==> src/hw/rtl/cbs_pkg.sv <==
// Shared types and constants for the centered boxcar smoother.
// No dependencies; imported by the channel interfaces, cbs_front, cbs_back and the top unit.
package cbs_pkg;

   localparam int SAMPLE_W = 16;

   typedef logic signed [SAMPLE_W-1:0] sample_type;

endpackage

==> src/hw/rtl/cbs_req_if.sv <==
// Input channel of the smoother: one sample word with its last-sample flag.
// Depends on cbs_pkg.
interface cbs_req_if import cbs_pkg::*; ();

   logic       valid;
   logic       ready;
   sample_type sample;
   logic       final_sample;

   modport source (output valid, output sample, output final_sample, input ready);
   modport sink   (input valid, input sample, input final_sample, output ready);

endinterface

==> src/hw/rtl/cbs_rsp_if.sv <==
// Result channel of the smoother: one smoothed word with its end-of-run flag.
// Depends on cbs_pkg.
interface cbs_rsp_if import cbs_pkg::*; ();

   logic       valid;
   logic       ready;
   sample_type smoothed;
   logic       end_of_run;

   modport source (output valid, output smoothed, output end_of_run, input ready);
   modport sink   (input valid, input smoothed, input end_of_run, output ready);

endinterface

==> src/hw/rtl/cbs_front.sv <==
// Front end: takes sample words, keeps the delay line and running sum, and turns
// words that yield output into back-end commands. Depends on cbs_pkg, cbs_req_if.
module cbs_front import cbs_pkg::*; #(
   parameter int WINDOW = 5
) (
   input  logic   clock,
   input  logic   reset,
   cbs_req_if.sink req,
   output logic   cmd_valid,
   input  logic   cmd_ready,
   output logic [((WINDOW-1)/2)*SAMPLE_W + SAMPLE_W + $clog2(WINDOW)
                 + $clog2((WINDOW-1)/2 + 1) + 1 : 0] cmd_data
);

   localparam int HALF   = (WINDOW - 1) / 2;
   localparam int LOG_W  = $clog2(WINDOW);
   localparam int SUM_W  = SAMPLE_W + LOG_W;
   localparam int SEEN_W = $clog2(WINDOW + 1);
   localparam int RCNT_W = $clog2(HALF + 1);

   sample_type                dl_ff [WINDOW];
   logic signed [SUM_W-1:0]   sum_ff, sum_in;
   logic [SEEN_W-1:0]         seen_ff, seen_in;

   logic                      accept;
   logic                      full_window;
   logic                      has_mean;
   logic [RCNT_W-1:0]         raw_cnt;
   logic [SEEN_W-1:0]         fill_cnt;
   logic [HALF-1:0][SAMPLE_W-1:0] raw;

   assign req.ready   = cmd_ready;
   assign accept      = req.valid && req.ready;
   assign full_window = (seen_ff >= SEEN_W'(WINDOW));
   assign has_mean    = (seen_ff >= SEEN_W'(WINDOW - 1));
   // raw words flushed by a short run: everything past the leading edge
   assign fill_cnt    = seen_ff - SEEN_W'(HALF - 1);

   always_comb begin
      sum_in = sum_ff + SUM_W'(req.sample)
               - (full_window ? SUM_W'(dl_ff[WINDOW-1]) : SUM_W'(0));
      if (req.final_sample) begin
         seen_in = '0;
      end else if (seen_ff < SEEN_W'(WINDOW)) begin
         seen_in = seen_ff + 1'b1;
      end else begin
         seen_in = seen_ff;
      end
   end

   always_comb begin
      if (seen_ff < SEEN_W'(HALF)) begin
         raw_cnt = RCNT_W'(1);
      end else if (!has_mean) begin
         raw_cnt = req.final_sample ? fill_cnt[RCNT_W-1:0] : '0;
      end else begin
         raw_cnt = req.final_sample ? RCNT_W'(HALF) : '0;
      end
   end

   // newest HALF entries of the delay line after this word shifts in
   always_comb begin
      raw[0] = req.sample;
      for (int k = 1; k < HALF; k++) begin
         raw[k] = dl_ff[k-1];
      end
   end

   assign cmd_valid = accept && (has_mean || (raw_cnt != '0));
   assign cmd_data  = {has_mean, req.final_sample, raw_cnt, sum_in, raw};

   always_ff @(posedge clock) begin
      if (reset) begin
         sum_ff  <= '0;
         seen_ff <= '0;
      end else if (accept) begin
         sum_ff  <= req.final_sample ? SUM_W'(0) : sum_in;
         seen_ff <= seen_in;
      end
   end

   always_ff @(posedge clock) begin
      if (accept) begin
         dl_ff[0] <= req.sample;
         for (int k = 1; k < WINDOW; k++) begin
            dl_ff[k] <= dl_ff[k-1];
         end
      end
   end

endmodule

==> src/hw/rtl/cbs_queue.sv <==
// Short command queue between the front and back ends.
// No dependencies.
module cbs_queue #(
   parameter int WIDTH = 8,
   parameter int DEPTH = 2
) (
   input  logic             clock,
   input  logic             reset,
   input  logic             in_valid,
   output logic             in_ready,
   input  logic [WIDTH-1:0] in_data,
   output logic             out_valid,
   input  logic             out_ready,
   output logic [WIDTH-1:0] out_data
);

   localparam int PTR_W = (DEPTH > 1) ? $clog2(DEPTH) : 1;
   localparam int CNT_W = $clog2(DEPTH + 1);

   logic [WIDTH-1:0] data_ff [DEPTH];
   logic [PTR_W-1:0] wr_ptr_ff, wr_ptr_in;
   logic [PTR_W-1:0] rd_ptr_ff, rd_ptr_in;
   logic [CNT_W-1:0] count_ff, count_in;
   logic             push, pop;

   assign in_ready  = (count_ff != CNT_W'(DEPTH));
   assign out_valid = (count_ff != '0);
   assign out_data  = data_ff[rd_ptr_ff];
   assign push      = in_valid && in_ready;
   assign pop       = out_valid && out_ready;

   always_comb begin
      wr_ptr_in = wr_ptr_ff;
      rd_ptr_in = rd_ptr_ff;
      count_in  = count_ff;
      if (push) begin
         wr_ptr_in = (wr_ptr_ff == PTR_W'(DEPTH - 1)) ? '0 : wr_ptr_ff + 1'b1;
      end
      if (pop) begin
         rd_ptr_in = (rd_ptr_ff == PTR_W'(DEPTH - 1)) ? '0 : rd_ptr_ff + 1'b1;
      end
      if (push && !pop) begin
         count_in = count_ff + 1'b1;
      end else if (pop && !push) begin
         count_in = count_ff - 1'b1;
      end
   end

   always_ff @(posedge clock) begin
      if (reset) begin
         wr_ptr_ff <= '0;
         rd_ptr_ff <= '0;
         count_ff  <= '0;
      end else begin
         wr_ptr_ff <= wr_ptr_in;
         rd_ptr_ff <= rd_ptr_in;
         count_ff  <= count_in;
      end
   end

   always_ff @(posedge clock) begin
      if (push) begin
         data_ff[wr_ptr_ff] <= in_data;
      end
   end

endmodule

==> src/hw/rtl/cbs_back.sv <==
// Back end: expands each command into result words, divides window sums by
// the window width, and drives the result channel. Depends on cbs_pkg, cbs_rsp_if.
module cbs_back import cbs_pkg::*; #(
   parameter int WINDOW = 5
) (
   input  logic   clock,
   input  logic   reset,
   input  logic   cmd_valid,
   output logic   cmd_ready,
   input  logic [((WINDOW-1)/2)*SAMPLE_W + SAMPLE_W + $clog2(WINDOW)
                 + $clog2((WINDOW-1)/2 + 1) + 1 : 0] cmd_data,
   cbs_rsp_if.source rsp
);

   localparam int HALF    = (WINDOW - 1) / 2;
   localparam int LOG_W   = $clog2(WINDOW);
   localparam int SUM_W   = SAMPLE_W + LOG_W;
   localparam int MAG_W   = SUM_W - 1;
   localparam int RCNT_W  = $clog2(HALF + 1);
   localparam int RIDX_W  = (HALF > 1) ? $clog2(HALF) : 1;
   // |sum| * RECIP >> SHIFT is the exact quotient for every |sum| below 2**MAG_W
   localparam int SHIFT   = MAG_W + LOG_W;
   localparam int RECIP_W = MAG_W + 1;
   localparam int PROD_W  = MAG_W + RECIP_W;
   localparam longint unsigned RecipFull =
      ((longint'(1) << SHIFT) + longint'(WINDOW) - 1) / longint'(WINDOW);
   localparam logic [RECIP_W-1:0] RECIP = RECIP_W'(RecipFull);

   logic                          cmd_mean;
   logic                          cmd_fin;
   logic [RCNT_W-1:0]             cmd_cnt;
   logic signed [SUM_W-1:0]       cmd_sum;
   logic [HALF-1:0][SAMPLE_W-1:0] cmd_raw;

   logic                  mean_done_ff;
   logic [RCNT_W-1:0]     raw_done_ff;
   logic                  adv, issue, mean_pend, last_of_cmd;
   logic [RCNT_W-1:0]     raw_left, raw_pos;
   logic [RIDX_W-1:0]     raw_sel;
   logic                  elem_end;

   logic                  s1_valid_ff, s1_mean_ff, s1_neg_ff, s1_end_ff;
   logic [MAG_W-1:0]      s1_mag_ff;
   sample_type            s1_raw_ff;
   logic                  s2_valid_ff, s2_mean_ff, s2_neg_ff, s2_end_ff;
   logic [PROD_W-1:0]     s2_prod_ff;
   sample_type            s2_raw_ff;
   logic                  out_valid_ff, out_end_ff;
   sample_type            out_val_ff, out_val_in;
   logic [SAMPLE_W-1:0]   quotient;

   assign {cmd_mean, cmd_fin, cmd_cnt, cmd_sum, cmd_raw} = cmd_data;

   // whole pipe moves when the output word is free or being taken
   assign adv       = !out_valid_ff || rsp.ready;
   assign issue     = cmd_valid && adv;
   assign mean_pend = cmd_mean && !mean_done_ff;
   assign raw_left  = cmd_cnt - raw_done_ff;
   assign raw_pos   = raw_left - 1'b1;
   assign raw_sel   = raw_pos[RIDX_W-1:0];

   always_comb begin
      if (mean_pend) begin
         last_of_cmd = (cmd_cnt == '0);
         elem_end    = 1'b0;
      end else begin
         last_of_cmd = (raw_left == RCNT_W'(1));
         elem_end    = cmd_fin && (raw_left == RCNT_W'(1));
      end
   end

   assign cmd_ready = issue && last_of_cmd;

   always_ff @(posedge clock) begin
      if (reset) begin
         mean_done_ff <= 1'b0;
         raw_done_ff  <= '0;
      end else if (issue) begin
         if (last_of_cmd) begin
            mean_done_ff <= 1'b0;
            raw_done_ff  <= '0;
         end else if (mean_pend) begin
            mean_done_ff <= 1'b1;
         end else begin
            raw_done_ff  <= raw_done_ff + 1'b1;
         end
      end
   end

   assign quotient   = s2_prod_ff[PROD_W-1:SHIFT];
   assign out_val_in = s2_mean_ff ? (s2_neg_ff ? sample_type'(-quotient)
                                               : sample_type'(quotient))
                                  : s2_raw_ff;

   always_ff @(posedge clock) begin
      if (reset) begin
         s1_valid_ff  <= 1'b0;
         s2_valid_ff  <= 1'b0;
         out_valid_ff <= 1'b0;
      end else if (adv) begin
         s1_valid_ff  <= issue;
         s2_valid_ff  <= s1_valid_ff;
         out_valid_ff <= s2_valid_ff;
      end
   end

   always_ff @(posedge clock) begin
      if (adv) begin
         s1_mean_ff <= mean_pend;
         s1_neg_ff  <= cmd_sum[SUM_W-1];
         s1_mag_ff  <= MAG_W'(cmd_sum[SUM_W-1] ? -cmd_sum : cmd_sum);
         s1_raw_ff  <= sample_type'(cmd_raw[raw_sel]);
         s1_end_ff  <= elem_end;

         s2_mean_ff <= s1_mean_ff;
         s2_neg_ff  <= s1_neg_ff;
         s2_prod_ff <= PROD_W'(s1_mag_ff) * PROD_W'(RECIP);
         s2_raw_ff  <= s1_raw_ff;
         s2_end_ff  <= s1_end_ff;

         out_val_ff <= out_val_in;
         out_end_ff <= s2_end_ff;
      end
   end

   assign rsp.valid      = out_valid_ff;
   assign rsp.smoothed   = out_val_ff;
   assign rsp.end_of_run = out_end_ff;

endmodule

==> src/hw/rtl/centered_boxcar_smoother_unit.sv <==
// Centered boxcar smoother: each sample word is replaced by the mean of the
// WINDOW words centered on it (truncated toward zero); the first and last
// (WINDOW-1)/2 words of a run, and every word of a run shorter than WINDOW,
// pass through raw. A new word is accepted every cycle while the two-entry
// command queue has room. A word normally yields zero or one result word;
// the last word of a run yields up to (WINDOW+1)/2, which the back end emits
// one per cycle while the result channel is not stalled, so such a word holds
// the back end until all of them are issued. Results pass through the expand
// stage, the multiply by the reciprocal of WINDOW and the output register.
// Depends on cbs_pkg, cbs_req_if, cbs_rsp_if, cbs_front, cbs_queue, cbs_back.
module centered_boxcar_smoother_unit import cbs_pkg::*; #(
   parameter int WINDOW = 5
) (
   input  logic        clock,
   input  logic        reset,
   cbs_req_if.sink     req_chan,
   cbs_rsp_if.source   rsp_chan
);

   localparam int HALF   = (WINDOW - 1) / 2;
   localparam int CMD_W  = HALF * SAMPLE_W + SAMPLE_W + $clog2(WINDOW)
                           + $clog2(HALF + 1) + 2;

   logic             push_valid, push_ready;
   logic [CMD_W-1:0] push_data;
   logic             pop_valid, pop_ready;
   logic [CMD_W-1:0] pop_data;

   cbs_front #(.WINDOW(WINDOW)) u_front (
      .clock     (clock),
      .reset     (reset),
      .req       (req_chan),
      .cmd_valid (push_valid),
      .cmd_ready (push_ready),
      .cmd_data  (push_data)
   );

   cbs_queue #(.WIDTH(CMD_W), .DEPTH(2)) u_queue (
      .clock     (clock),
      .reset     (reset),
      .in_valid  (push_valid),
      .in_ready  (push_ready),
      .in_data   (push_data),
      .out_valid (pop_valid),
      .out_ready (pop_ready),
      .out_data  (pop_data)
   );

   cbs_back #(.WINDOW(WINDOW)) u_back (
      .clock     (clock),
      .reset     (reset),
      .cmd_valid (pop_valid),
      .cmd_ready (pop_ready),
      .cmd_data  (pop_data),
      .rsp       (rsp_chan)
   );

endmodule
==> src/flat_wrapper.sv <==
// flat-port wrapper written by rule: the top's interface ports become plain ports
module centered_boxcar_smoother_unit_flat import cbs_pkg::*;
#(
   parameter int WINDOW = 5
)
  (clock, reset, req_chan_valid, req_chan_sample, req_chan_final_sample, req_chan_ready, rsp_chan_valid, rsp_chan_smoothed, rsp_chan_end_of_run, rsp_chan_ready);
  cbs_req_if req_chan_i ();
  cbs_rsp_if rsp_chan_i ();
  input  logic clock;
  input  logic reset;
  input wire logic [$bits(req_chan_i.valid)-1:0] req_chan_valid;
  input wire logic [$bits(req_chan_i.sample)-1:0] req_chan_sample;
  input wire logic [$bits(req_chan_i.final_sample)-1:0] req_chan_final_sample;
  output wire logic [$bits(req_chan_i.ready)-1:0] req_chan_ready;
  output wire logic [$bits(rsp_chan_i.valid)-1:0] rsp_chan_valid;
  output wire logic [$bits(rsp_chan_i.smoothed)-1:0] rsp_chan_smoothed;
  output wire logic [$bits(rsp_chan_i.end_of_run)-1:0] rsp_chan_end_of_run;
  input wire logic [$bits(rsp_chan_i.ready)-1:0] rsp_chan_ready;
  assign req_chan_i.valid = req_chan_valid;
  assign req_chan_i.sample = req_chan_sample;
  assign req_chan_i.final_sample = req_chan_final_sample;
  assign req_chan_ready = req_chan_i.ready;
  assign rsp_chan_valid = rsp_chan_i.valid;
  assign rsp_chan_smoothed = rsp_chan_i.smoothed;
  assign rsp_chan_end_of_run = rsp_chan_i.end_of_run;
  assign rsp_chan_i.ready = rsp_chan_ready;
  centered_boxcar_smoother_unit #(.WINDOW(WINDOW)) u_core (.clock(clock), .reset(reset), .req_chan(req_chan_i), .rsp_chan(rsp_chan_i));
endmodule
==> config.mk <==
export PLATFORM = sky130hd
export DESIGN_NAME = centered_boxcar_smoother_unit_flat
export DESIGN_NICKNAME = d
export VERILOG_FILES = /design/src/hw/rtl/cbs_pkg.sv /design/src/hw/rtl/cbs_req_if.sv /design/src/hw/rtl/cbs_rsp_if.sv /design/src/hw/rtl/cbs_front.sv /design/src/hw/rtl/cbs_queue.sv /design/src/hw/rtl/cbs_back.sv /design/src/hw/rtl/centered_boxcar_smoother_unit.sv /design/src/flat_wrapper.sv
export SDC_FILE = /design/constraint.sdc
export NUM_CORES = 1
export LEC_CHECK = 0
export BUFFER_PORTS_ARGS = -buffer_cell sky130_fd_sc_hd__buf_2
export CORE_MARGIN = 4
export CORE_UTILIZATION = 51
export CTS_CLUSTER_SIZE = 12
export DETAILED_ROUTE_END_ITERATION = 6
export GPL_TIMING_DRIVEN = 0
export HOLD_SLACK_MARGIN = 0.06
export PLACE_DENSITY = 0.78
export SETUP_SLACK_MARGIN = 0.05
export SYNTH_ARGS = -nofsm -noshare
export SYNTH_HDL_FRONTEND = slang
export SYNTH_HIERARCHICAL = 1
export SYNTH_SLANG_ARGS = --single-unit
export TNS_END_PERCENT = 5
==> constraint.sdc <==
create_clock -name clock -period 7.35 [get_ports clock]
set_input_delay 1.8375 -clock clock [delete_from_list [all_inputs] [get_ports clock]]
set_output_delay 1.8375 -clock clock [all_outputs]
set_load 0.01 [all_outputs]
==> impl_metrics.tcl, run 1 <==
set metrics [dict create \
    cts.sinks 312 \
    cp_top_family "adder cells" \
    max_stage_delay_ps 560 \
    die_area_um2 39540 \
    die_w_um 198.8 \
    rsz0062_at_grt "no" \
    fin_ws_ps 1258 \
    fillers 2845 \
    fin_skew_ps 14.46 \
    gp_congestion 0.8717 \
    worstRegToRegCells 19 \
    worstMarginPinSlew_ps 985.6 \
    dp_hpwl_um 26630 \
    htreeDepth 2 \
    yosys_warnings 6 \
    whs_path_depth 0 \
    area_growth_pct 10.58 \
    cts_tree "done" \
    dpl_cell_area_um2 19450 \
    nNetsFinal 1846 \
    post-route-util_pct 57.46 \
    crit_chain "ha_1, fa_1, inv_1, fa_1, inv_1, fa_1, fa_1, inv_1, fa_1, inv_1, ha_1, nand2_1, nor3_1, nand3_1, a2111o_1, nand2_1, a211oi_1, o31ai_1, xnor2_1" \
    worstPathArrival_ps 6340 \
    syn_area_um2 18570 \
    cts_resized 0 \
    viasPerCell 5.249 \
    ant_nets 0 \
    setup_violations 0 \
    grt_start_max_net_pins 77 \
    cp_max_fo 5 \
    dp_slack_ps 1263 \
    period_share_pct 82.88 \
    crit_buf_inv 4 \
    die_h_um 198.8 \
    drive_gt1_share_pct 14.56 \
    syn_inst 1479 \
    antenna_found_initial 3 \
    path_common_cell "fa_1" \
    insertion_delay_ps 510 \
    setup.worst_path.end_class "flop" \
    hp-class "reg -> reg" \
    postCtsHoldBufs 0 \
    ios 40 \
    yosys_register_bits 312 \
    path_depth 19 \
    numPortBuffers 38 \
    max-cap-violations 0 \
    drc 0 \
    grt_use_total_pct 18.46 \
    hold_viol 0 \
    synth-edff-count 279 \
    wl_per_cell_um 17.31 \
    grt_pass1_wl_um 57930 \
    cpMaxStageDelayCell "fa_1" \
    postSynthNetCount 1768 \
    slew_violations 0 \
    vias 10713 \
    gr-total-overflow 0 \
    cts_buffers 34 \
    required_ps 7590 \
    wirelength_um 35340 \
    clkTransAtPathRegs_ps 60 \
    grt_pass1_vias 11367 \
    antennaDiodeCount 0 \
    synth.avg_cell_area_um2 12.56 \
    drt-initial-drc-count 771 \
    synth_ff_type "edfxtp_1" \
    firstDrtPassIters 4 \
    fmax_mhz 164.2 \
    placed_cells 1982 \
    initial_core_util_pct 51.97 \
    fin_area_um2 20540 \
    max_slew_margin_pct 33.90 \
    cts_root_buffer "clkbuf_16" \
    outcome "finished, final reports clean" \
    async_reset_ff_share_pct 0 \
    clock_path_buffers 3 \
    cts_setup_buffers 0 \
    fin_cells 2041 \
    rows 69 \
    ys_types 71 \
    yosysSeqAreaShare_pct 48.66 \
    finalCriticalPeriod_ps 6092 \
    critPathKind "reg -> reg" \
    coreArea_um2 35740 \
    startpoint_type "flop" \
]
## state kept, by name, summed over array words and instances, names as in the netlist, 16 cells and up, named ones only
signal,flops
u_core/u_back/s1_raw_ff,16
u_core/u_back/s2_prod_ff,16
u_core/u_front/sum_ff,19
u_core/u_front/dl_ff,80
u_core/u_back/s2_raw_ff,16
u_core/u_back/rsp.smoothed,16
u_core/u_back/s1_mag_ff,18
u_core/u_queue/data_ff,110
## cells in the mapped netlist (7+ instances only)
library cell    n  area share (%)
edfxtp_1      279              45
inv_1         277             5.6
ha_1          151              10
fa_1          117              13
mux2_2         72             4.4
a21oi_1        67             1.8
nor2_1         62             1.3
nand2_1        53             1.1
buf_4          40             1.6
xnor2_1        37             1.7
dfxtp_1        33             3.6
o21ai_0        33            0.89
xor2_1         28             1.3
nor2b_1        18            0.61
nand2b_1       14            0.47
o31ai_1        14            0.57
nor3_1         13            0.35
clkbuf_1       12            0.24
nand3_1        11            0.30
or3_1          11            0.37
a21o_1         10            0.40
a22oi_1         7            0.28
o21a_1          7            0.28
## worst paths after layout
path | end | slack (ps) | start
max reg2reg | u_core/u_back/s2_prod_ff[36] | 1260 | u_core/u_back/s1_mag_ff[12]
max | u_core/u_back/s2_prod_ff[36] | 1260 | u_core/u_back/s1_mag_ff[12]
min reg2reg | u_core/u_front/dl_ff[0][40] | 410 | u_core/u_front/dl_ff[0][24]
min | u_core/u_front/dl_ff[0][40] | 410 | u_core/u_front/dl_ff[0][24]
## metal layers
metal,share of wire (%),GRT usage (%),vias to the layer above
li1,-,-,5153
met1,43,24.08,5287
met2,49,31.58,220
met3,5.1,3.845,53
met4,2.4,5.142,0
met5,0,0,-
## through the flow
stage	hold slack (ps)	setup TNS, ps
CTS	410.9	0
global placement	402.7	-4118
floorplan	400.3	0
finish	405.5	0
global route	416.9	0
detailed placement	404.5	0
## cell families after synthesis
logic type | count (synthesis) | synth area share (%)
flip-flops | 312 | 48.66
AND/OR/NAND/NOR | 226 | 6.096
AO/OA/AOI/OAI | 192 | 6.844
multiplexers | 77 | 4.635
XOR/XNOR | 66 | 3.153
buffers and inverters | 338 | 7.828
adder cells (fa/ha/maj) | 268 | 22.78
## layout by cell type (no fill, tap or decap), types with 13 or more instances in the layout
cell and instances:
ha_1 151, buf_2 42, buf_4 40, clkbuf_1 25, nand2b_1 13, mux2_2 72
edfxtp_1 279, nand2_1 53, dfxtp_1 33, o21ai_0 33, a21oi_1 67, nor2_1 62
xnor2_1 37, nor2b_1 18, clkbuf_16 35, fa_1 117, nor3_1 13, xor2_1 28
o31ai_1 13, inv_1 275
## worst register-to-register path: cells and delay by family, from the launching register on
family          cells  cell delay, ps
buf+inv             4             240
simple gates        4             760
fa+ha+maj           7            3440
flops               1             500
compound gates      3             760
xor+xnor            1             120
## area by class of cell
type / instances / area (um^2) / share of cell area, %
Buffer: 61 / 414.1 / 2.016
Inverter: 277 / 1042 / 5.075
Clock buffer: 51 / 965.9 / 4.703
Sequential cell: 312 / 9039 / 44.01
Tap cell: 461 / 576.8 / 2.808
Timing Repair Buffer: 42 / 285.3 / 1.389
Clock inverter: 8 / 120.1 / 0.5848
Multi-Input combinational cell: 829 / 8095 / 39.42
Power of run 1 is left out: the tool's default activity adds up to more than one toggle a clock period on the data nets, which glitch-free logic cannot reach.
==> run 2: changes to the inputs <==
clock period = 5.8 ns   (was 7.35 ns; I/O delays follow)
==> run 2 against run 1 <==
Effect of this change:
- global-route usage up 0.27 points
- via count up 1.4%
- critical path depth is the same
- worst setup slack got worse by 1100 ps
- clock skew decreased by 2.3 ps
- utilization grew 1.1 points
- sequential share of layout area down 0.86 points
- critical path type unchanged
- largest cell class unchanged
==> impl_metrics.tcl, run 2 (synthesis results as in run 1) <==
set metrics [dict create \
    outcome "finished, final reports clean" \
    ios 40 \
    path_depth 19 \
    fmax_mhz 177.4 \
    coreArea_um2 35740 \
    crit_buf_inv 5 \
    crit_chain "buf_6, fa_1, inv_1, fa_1, fa_1, fa_1, inv_1, fa_1, inv_1, fa_1, inv_1, ha_4, and4_4, nand3_2, a311oi_4, o311ai_2, a41oi_2, nor2_1, xnor2_1" \
    viasPerCell 5.276 \
    cts.sinks 312 \
    worstRegToRegCells 19 \
    drive_gt1_share_pct 17.96 \
    cp_max_fo 6 \
    gr-usage-met2_pct 32.25 \
    grtUsageMet3_pct 3.743 \
    antenna_found_initial 3 \
    cts_buffers 34 \
    top_register "u_core/u_queue/data_ff" \
    die_area_um2 39540 \
    vias 10864 \
    clkTransAtPathRegs_ps 60 \
    ant_nets 0 \
    period_share_pct 97.19 \
    initial_core_util_pct 51.97 \
    drt-initial-drc-count 761 \
    grt_use_met1_pct 24.37 \
    largest_registers "u_core/u_queue/data_ff (110), u_core/u_front/dl_ff (80), u_core/u_front/sum_ff (19)" \
    grt_pass1_wl_um 58640 \
    rsz0062_at_grt "yes" \
    slew_violations 0 \
    numPortBuffers 38 \
    required_ps 6060 \
    whs_path_depth 0 \
    cp_top_family "adder cells" \
    worstMarginPinSlew_ps 958.5 \
    path_common_cell "fa_1" \
    insertion_delay_ps 510 \
    postCtsHoldBufs 0 \
    nNetsFinal 1864 \
    setup_violations 0 \
    mostFrequentLayoutCells "279 x edfxtp_1, 271 x inv_1, 138 x ha_1, 114 x fa_1, 72 x mux2_2" \
    grt_start_max_net_pins 77 \
    worstPathArrival_ps 5900 \
    grt_busiest_layer "met2" \
    grt_use_total_pct 18.73 \
    wirelength_um 36470 \
    gp_congestion 0.8717 \
    fin_tns_setup_ps 0 \
    post-route-util_pct 58.60 \
    final_common_cell "edfxtp_1" \
    dp_hpwl_um 26630 \
    rows 69 \
    gr-total-overflow 0 \
    critPathKind "reg -> reg" \
    max-cap-violations 0 \
    cpMaxStageDelayCell "fa_1" \
    grt_pass1_vias 11457 \
    clock_path_buffers 3 \
    area_growth_pct 12.77 \
    drc 0 \
    finalCriticalPeriod_ps 5637 \
    fin_skew_ps 12.20 \
    setup.worst_path.end_class "flop" \
    largest_register_ffs 110 \
    firstDrtPassIters 5 \
    hp-class "reg -> reg" \
    hold_viol 0 \
    startpoint_type "flop" \
    wl_per_cell_um 17.71 \
    htreeDepth 2 \
    max_slew_margin_pct 35.72 \
    antennaDiodeCount 0 \
    cts_root_buffer "clkbuf_16" \
    die_w_um 198.8 \
    max_stage_delay_ps 530 \
    cts_tree "done" \
    die_h_um 198.8 \
]
run 2: layout make-up:
| cell class | instances | area [um^2] |
|---|---|---|
| buffer | 59 | 406.6 |
| clock buffer | 51 | 965.9 |
| clock inverter | 8 | 120.1 |
| sequential | 312 | 9039 |
| tap | 461 | 576.8 |
| timing repair buffer | 62 | 442.9 |
| multi-input combinational | 829 | 8353 |
| inverter | 277 | 1042 |
| fill | 2774 | 14800 |
run 2: timing repair:
action,4_1_cts,5_1_grt
gates resized for setup,19,33
buffers inserted,11,9
pin swaps,10,23
gates cloned,0,0
setup endpoints to repair,11,10
run 2: routing by layer:
metal / vias up / part of all wire (%)
met2: 257 / 50
met3: 54 / 5.2
li1: 5192 / -
met5: - / 0
met4: 0 / 2.3
met1: 5361 / 42
run 2: worst paths after layout:
path / from / endpoint / slack (ps)
setup / recovery: u_core/u_back/s1_mag_ff[17] / u_core/u_back/s2_prod_ff[30] / 160
hold / removal: u_core/u_front/dl_ff[0][24] / u_core/u_front/dl_ff[0][40] / 410
setup reg to reg: u_core/u_back/s1_mag_ff[17] / u_core/u_back/s2_prod_ff[30] / 160
hold reg to reg: u_core/u_front/dl_ff[0][24] / u_core/u_front/dl_ff[0][40] / 410
run 2: stage by stage:
| stage | std cells | setup slack, ps | hold slack, ps | area, um^2 |
|---|---|---|---|---|
| 6_report | 2059 | 162.7 | 407.8 | 20950 |
| 5_1_grt | 2059 | -38.52 | 416.9 | 20950 |
| 4_1_cts | 2050 | 27.20 | 410.9 | 20720 |
| 3_5_place_dp | 1982 | -286.6 | 404.5 | 19450 |
| 3_3_place_gp | 1978 | -1243 | 402.7 | 19340 |
| 2_1_floorplan | 1479 | 292.7 | 400.3 | 18570 |
Power of run 2 is left out for the same reason.
